===== config.mk =====
export PLATFORM = sky130hd
export DESIGN_NAME = double_ended_queue
export DESIGN_NICKNAME = d
export VERILOG_FILES = /design/src/hw/rtl/deq_pkg.sv /design/src/hw/rtl/deq_ram.sv /design/src/hw/rtl/deq_ctrl.sv /design/src/hw/rtl/double_ended_queue.sv
export VERILOG_INCLUDE_DIRS = /design/src /design/src/hw/rtl
export SDC_FILE = /design/constraint.sdc
export NUM_CORES = 1
export LEC_CHECK = 0
export BUFFER_PORTS_ARGS = -buffer_cell sky130_fd_sc_hd__buf_4
export CORE_MARGIN = 2
export CORE_UTILIZATION = 60
export DETAILED_ROUTE_END_ITERATION = 6
export PLACE_DENSITY_LB_ADDON = 0.12
export SLEW_MARGIN = 20
export SYNTH_ARGS = -nofsm -noshare
export SYNTH_HDL_FRONTEND = slang
export SYNTH_SLANG_ARGS = --single-unit

===== constraint.sdc =====
create_clock -name clk -period 7.36 [get_ports clk]
set_clock_uncertainty 0.05 [all_clocks]
set_input_delay 1.472 -clock clk [delete_from_list [all_inputs] [get_ports clk]]
set_output_delay 1.472 -clock clk [all_outputs]
set_load 0.05 [all_outputs]

===== src/hw/rtl/double_ended_queue_defines.svh =====
// assertion macros for the double-ended queue
`ifndef DOUBLE_ENDED_QUEUE_DEFINES_SVH
`define DOUBLE_ENDED_QUEUE_DEFINES_SVH

`ifndef ASSERT_OFF

// expr holds at every clock edge out of reset
`define DEQ_ASSERT_ALWAYS(lbl, expr) \
  lbl: assert property (@(posedge clk) disable iff (!rst_n) (expr)) \
    else $error("assertion failed");

// when ante holds, cons holds in the following cycle
`define DEQ_ASSERT_NEXT(lbl, ante, cons) \
  lbl: assert property (@(posedge clk) disable iff (!rst_n) (ante) |=> (cons)) \
    else $error("assertion failed");

`else

`define DEQ_ASSERT_ALWAYS(lbl, expr)
`define DEQ_ASSERT_NEXT(lbl, ante, cons)

`endif

`endif


===== src/hw/rtl/deq_pkg.sv =====
// shared constants and types of the double-ended queue
package deq_pkg;

  localparam int DEPTH  = 16;
  localparam int ADDR_W = $clog2(DEPTH);
  localparam int CNT_W  = $clog2(DEPTH + 1);
  localparam int DATA_W = 8;
  localparam int CMD_W  = 3;
  localparam int STAT_W = 2;
  localparam int OCC_W  = 5;

  typedef enum logic [CMD_W-1:0] {
    CMD_PUSH_FRONT = 3'd0,
    CMD_PUSH_REAR  = 3'd1,
    CMD_POP_FRONT  = 3'd2,
    CMD_POP_REAR   = 3'd3,
    CMD_PEEK_FRONT = 3'd4,
    CMD_PEEK_REAR  = 3'd5
  } cmd_t;

  typedef enum logic [STAT_W-1:0] {
    ST_OK    = 2'd0,
    ST_EMPTY = 2'd1,
    ST_FULL  = 2'd2
  } status_t;

  // one access to the ring store
  typedef struct packed {
    logic              we;
    logic              re;
    logic [ADDR_W-1:0] addr;
    logic [DATA_W-1:0] wdata;
  } mem_req_t;

  // result fields known at acceptance
  typedef struct packed {
    logic             rd_item;
    status_t          status;
    logic [CNT_W-1:0] occ;
  } resp_meta_t;

endpackage


===== src/hw/rtl/deq_ram.sv =====
// single-port ring store with registered read data
module deq_ram #(
  parameter int DATA_W = 8,
  parameter int DEPTH  = 16,
  parameter int ADDR_W = $clog2(DEPTH)
) (
  input  logic              clk,
  input  logic              we,
  input  logic              re,
  input  logic [ADDR_W-1:0] addr,
  input  logic [DATA_W-1:0] wdata,
  output logic [DATA_W-1:0] rdata
);

  logic [DATA_W-1:0] mem [DEPTH];
  logic [DATA_W-1:0] rdata_r;

  always_ff @(posedge clk) begin
    if (we) begin
      mem[addr] <= wdata;
    end
    if (re) begin
      rdata_r <= mem[addr];
    end
  end

  assign rdata = rdata_r;

endmodule


===== src/hw/rtl/deq_ctrl.sv =====
// head and count registers, command decode and store address generation
`include "double_ended_queue_defines.svh"

module deq_ctrl
  import deq_pkg::*;
(
  input  logic              clk,
  input  logic              rst_n,
  input  logic              accept,
  input  logic [CMD_W-1:0]  cmd,
  input  logic [DATA_W-1:0] push_value,
  output mem_req_t          req,
  output resp_meta_t        meta
);

  logic [ADDR_W-1:0] head_r, head_nxt;
  logic [CNT_W-1:0]  count_r, count_nxt;
  logic              empty, full;
  logic              is_pop;
  mem_req_t          req_raw;

  // slot that lies off places after the head, with wrap
  function automatic logic [ADDR_W-1:0] slot_at(input logic [ADDR_W-1:0] head,
                                                input logic [ADDR_W-1:0] off);
    logic [ADDR_W:0] sum;
    sum = {1'b0, head} + {1'b0, off};
    if (sum >= (ADDR_W+1)'(DEPTH)) begin
      sum = sum - (ADDR_W+1)'(DEPTH);
    end
    return sum[ADDR_W-1:0];
  endfunction

  assign empty  = (count_r == '0);
  assign full   = (count_r == CNT_W'(DEPTH));
  assign is_pop = (cmd_t'(cmd) == CMD_POP_FRONT) || (cmd_t'(cmd) == CMD_POP_REAR);

  always_comb begin
    head_nxt     = head_r;
    count_nxt    = count_r;
    req_raw      = '0;
    meta.rd_item = 1'b0;
    meta.status  = ST_OK;
    case (cmd_t'(cmd))
      CMD_PUSH_FRONT: begin
        if (full) begin
          meta.status = ST_FULL;
        end else begin
          head_nxt      = slot_at(head_r, ADDR_W'(DEPTH - 1));
          req_raw.we    = 1'b1;
          req_raw.addr  = head_nxt;
          req_raw.wdata = push_value;
          count_nxt     = count_r + 1'b1;
        end
      end
      CMD_PUSH_REAR: begin
        if (full) begin
          meta.status = ST_FULL;
        end else begin
          req_raw.we    = 1'b1;
          req_raw.addr  = slot_at(head_r, count_r[ADDR_W-1:0]);
          req_raw.wdata = push_value;
          count_nxt     = count_r + 1'b1;
        end
      end
      CMD_POP_FRONT, CMD_PEEK_FRONT: begin
        if (empty) begin
          meta.status = ST_EMPTY;
        end else begin
          req_raw.re   = 1'b1;
          req_raw.addr = head_r;
          meta.rd_item = 1'b1;
          if (cmd_t'(cmd) == CMD_POP_FRONT) begin
            head_nxt  = slot_at(head_r, ADDR_W'(1));
            count_nxt = count_r - 1'b1;
          end
        end
      end
      CMD_POP_REAR, CMD_PEEK_REAR: begin
        if (empty) begin
          meta.status = ST_EMPTY;
        end else begin
          req_raw.re   = 1'b1;
          req_raw.addr = slot_at(head_r, ADDR_W'(count_r - 1'b1));
          meta.rd_item = 1'b1;
          if (cmd_t'(cmd) == CMD_POP_REAR) begin
            count_nxt = count_r - 1'b1;
          end
        end
      end
      default: begin
        // unused codes leave the queue untouched
      end
    endcase
    meta.occ = count_nxt;
    req      = req_raw;
    if (!accept) begin
      req.we = 1'b0;
      req.re = 1'b0;
    end
  end

  always_ff @(posedge clk) begin
    if (!rst_n) begin
      head_r  <= '0;
      count_r <= '0;
    end else if (accept) begin
      head_r  <= head_nxt;
      count_r <= count_nxt;
    end
  end

  `DEQ_ASSERT_ALWAYS(a_count_bound, count_r <= CNT_W'(DEPTH))
  `DEQ_ASSERT_ALWAYS(a_head_bound, {1'b0, head_r} < (ADDR_W+1)'(DEPTH))
  `DEQ_ASSERT_NEXT(a_pop_shrinks, accept && !empty && is_pop, count_r == $past(count_r) - 1'b1)
  `DEQ_ASSERT_ALWAYS(a_one_access, !(req.we && req.re))

endmodule


===== src/hw/rtl/double_ended_queue.sv =====
// top level of the double-ended queue
// Double-ended queue of byte items in a ring store of DEPTH entries (16 as
// built). Every input beat is one command (push or pop or peek, at front or
// rear) and yields exactly one output beat carrying the item, a status and
// the occupancy after the command. One command is taken per clock cycle
// while in_stall is low; its result appears the cycle after acceptance, from
// the registered read of the single-port store. Head index and item count
// live in registers and are updated at acceptance, so back-to-back commands
// need no interlock: a write lands in the store before any later read of it.
// The result register holds the beat while out_stall is high, and in that
// time in_stall is raised so no new command is taken. Pop or peek on an
// empty queue returns item 0 with status empty; a push into a full queue is
// dropped with status full; unused command codes return item 0, status ok.
`include "double_ended_queue_defines.svh"

module double_ended_queue
  import deq_pkg::*;
(
  input  logic              clk,
  input  logic              rst_n,
  // command beat
  input  logic              in_valid,
  output logic              in_stall,
  input  logic [CMD_W-1:0]  in_command,
  input  logic [DATA_W-1:0] in_push_value,
  // result beat
  output logic              out_valid,
  input  logic              out_stall,
  output logic [DATA_W-1:0] out_item,
  output logic [STAT_W-1:0] out_status,
  output logic [OCC_W-1:0]  out_occupancy
);

  logic              accept;
  logic              res_valid_r, res_valid_nxt;
  resp_meta_t        res_meta_r;
  resp_meta_t        meta;
  mem_req_t          req;
  logic [DATA_W-1:0] rdata;

  // a waiting result blocks new commands only while the sink stalls
  assign in_stall = res_valid_r && out_stall;
  assign accept   = in_valid && !in_stall;

  deq_ctrl u_ctrl (
    .clk        (clk),
    .rst_n      (rst_n),
    .accept     (accept),
    .cmd        (in_command),
    .push_value (in_push_value),
    .req        (req),
    .meta       (meta)
  );

  // read data stays put until the next accepted read
  deq_ram #(
    .DATA_W (DATA_W),
    .DEPTH  (DEPTH)
  ) u_ram (
    .clk   (clk),
    .we    (req.we),
    .re    (req.re),
    .addr  (req.addr),
    .wdata (req.wdata),
    .rdata (rdata)
  );

  // result slot fills on accept, drains when taken
  assign res_valid_nxt = accept || (res_valid_r && out_stall);

  always_ff @(posedge clk) begin
    if (!rst_n) begin
      res_valid_r <= 1'b0;
    end else begin
      res_valid_r <= res_valid_nxt;
    end
  end

  // result fields, no reset needed
  always_ff @(posedge clk) begin
    if (accept) begin
      res_meta_r <= meta;
    end
  end

  assign out_valid     = res_valid_r;
  assign out_item      = res_meta_r.rd_item ? rdata : '0;
  assign out_status    = res_meta_r.status;
  assign out_occupancy = OCC_W'(res_meta_r.occ);

  `DEQ_ASSERT_NEXT(a_accept_shows, accept, res_valid_r)
  `DEQ_ASSERT_ALWAYS(a_empty_no_item, !(res_valid_r && res_meta_r.status == ST_EMPTY) || (out_item == '0))

endmodule

==> metrics <==
Reg area=0.00452 mm^2; area of the multi-input gates=0.00243 mm^2; largest net degree at the start of global routing=44; critical path arrival=4.24 ns; Final Power=2.23 mW; initial antenna violation count=0; ant diodes=0; core area=0.0119 mm^2; Power per Cell Area=275 mW/mm^2; Antenna Nets Post-Route=0; Max-Cap Viols=0; Int Power=1.61 mW; Final Instance Area=0.00811 mm^2; commonest cells after routing, fill and taps aside=144 x edfxtp_1, 43 x buf_4, 37 x a21oi_1; vias per cell=6.58; DRC=0; Worst Setup Path Type=primary input to register; first-pass GRT wire length=26300 um; crit-path max FO=15; Post-synth top flop=edfxtp_1; Synth Instances=562; slew margin rel.=24.4%; Yosys reg bits=154; Num CTS Buffers=17; # setup viols final=0; number of global-route vias before repair=4525; sequential fraction of the synthesis area=62.6%; CTS clk-pin slew, worst paths=0.06 ns; Leak=2.89 nW; Final min period=4.16 ns; worst vdd ir=0.192 mV; Critical path origin=in_command[2]; drt pass-1 iters=5; Post-CTS Setup Bufs=0; Data required, critical path=7.44 ns; Syn-to-layout area delta=12.1%; CTS resizes=0; Area after DPL=0.00750 mm^2; Die W=114 um; max incr delay on CP=0.53 ns; via count=4853; initial core utilization=61.0%; maximum clock path buffer count=2; Die ar.=0.0129 mm^2; DP Wirelength=11000 um; post-synthesis cell type count=61; worst slew pin tran=1.13 ns; Setup crit end kind=register; Fin. Hold Viols=0; GP Congestion=0.978; worst r2r src=u_ctrl.count_r[0]; count of buffers from port buffering=31; RSZ-0062 raised after global routing=no; CP Cell Sequence=buf_4 -> nor2_1 -> nand2_1 -> o21a_1 -> o21ai_0 -> nand2_1 -> nor4_1 -> buf_4; startpoint types=primary input; CTS H-tree depth=4; part of the power in combinational logic=16.1%; Flop pwr share=44.5%; WL per Instance=22.9 um; utilization after layout=68.3%; GR Util All Layers=27.9%; syn_area_per_cell=12.9 um^2; Final nets=605; Post-synth EDFFs=144; status=finished clean; clock tree from TritonCTS=done; max-slew violations=0; Layout fillers=799; switching share of power=27.7%; hold path start=u_ctrl.count_r[4]; First DRT Iteration DRCs=668; share of total power in the clock network=39.5%; asr flop ratio synth=0%; routed wire length=16900 um; critical path's slowest cell=nor2_1; most common cell after layout, fill and taps aside=edfxtp_1; DIE HEIGHT=114 um; TNS Setup=0 ns; Synth Cell Area=0.00723 mm^2; latest clock arrival within the worst-skew pair=0.43 ns; # IOs=32; warnings from Yosys=0; syn nets=590; hold_buf cts=0; Clock Tree Root=clkbuf_16; Tcrit/Tclk final=56.5%; Hold Crit Class=register to register; clock sink count=154; Max Fclk=0.241 GHz; share of cells above drive strength 1=18.5%; Net Sw Power=0.617 mW; FP Rows=40; grt total ovfl=0
sequential cells by signal, summed over array words and instances (netlist names):
| name | count |
|---|---|
| res_meta_r | 1 |
| u_ram.rdata | 8 |
| u_ctrl.head_r | 4 |
| out_occupancy | 5 |
| u_ctrl.count_r | 5 |
| out_status | 2 |
| out_valid | 1 |
| u_ram.mem | 128 |
path summary, 6_finish.rpt:
| check | slack [ns] | end | cells past startpoint |
|---|---|---|---|
| worst max-delay path | 3.20 | u_ram.mem[14][2] | 8 |
| worst min-delay path | 0.55 | u_ctrl.count_r[4] | 2 |
| worst max register to register | 3.29 | u_ram.mem[12][0] | 8 |
| worst min register to register | 0.55 | u_ctrl.count_r[4] | 2 |
power groups by stage:
stage                     Combinational, mW  Clock, mW  Sequential (mW)
after detailed placement              0.351          0             1.01
after global routing                  0.383      0.934            0.992
after global placement                0.345          0             1.01
after CTS                             0.352      0.890            0.990
after floorplan                       0.271          0             1.00
final                                 0.358      0.880            0.990
stage by stage:
stage               instances  hold WS (ns)  worst slack [ns]
detailed placement        705         0.554              2.86
finish                    737         0.549              3.20
global route              737         0.598              2.87
floorplan                 562         0.461              3.01
CTS                       737         0.563              3.31
global placement          705         0.494              2.90
area by class of cell:
cell class                 instances  share of cell area [%]
sequential                       154                    55.8
multi-input combinational        350                    30.0
clock buffer                      17                    5.25
timing repair buffer              43                    3.98
tap                              147                    2.27
clock inverter                    15                    2.22
inverter                          11                   0.509
kinds of logic (layout without fill, tap and decap cells):
logic type	after synthesis	in the layout	synth area share [%]
AND/OR/NAND/NOR	160	160	12.2
buffers and inverters	58	86	3.84
adder cells (fa/ha/maj)	13	13	2.46
XOR/XNOR	18	18	2.28
flip-flops	154	154	62.6
multiplexers	32	32	4.71
AO/OA/AOI/OAI	127	127	11.9
worst max-delay path: cells and delay by family:
family / cells / cell delay (ns)
AO/OA/AOI/OAI: 2 / 0.59
buffers and inverters: 2 / 0.40
AND/OR/NAND/NOR: 4 / 1.78
per-layer routing:
layer  global-route usage (%)  share of wire, %
met2                     38.8                43
met1                     43.1                44
met4                     9.51               2.2
met3                     7.17                11
met5                        0                 0
synthesized netlist by cell type (all sizes together) (11+ instances only):
library cell,instances,area [um^2]
a21oi,37,185
and2,17,106
and3,17,108
buf,16,120
clkbuf,31,116
edfxtp,144,4320
ha,11,138
inv,11,41.3
mux2,16,180
mux2i,16,160
nand2,16,78.8
nand3,32,160
nor2,22,87.6
nor3,32,160
o2111ai,15,156
o21ai,19,95.1
o22ai,29,181
No activity file was read; power rests on OpenSTA's default activity.
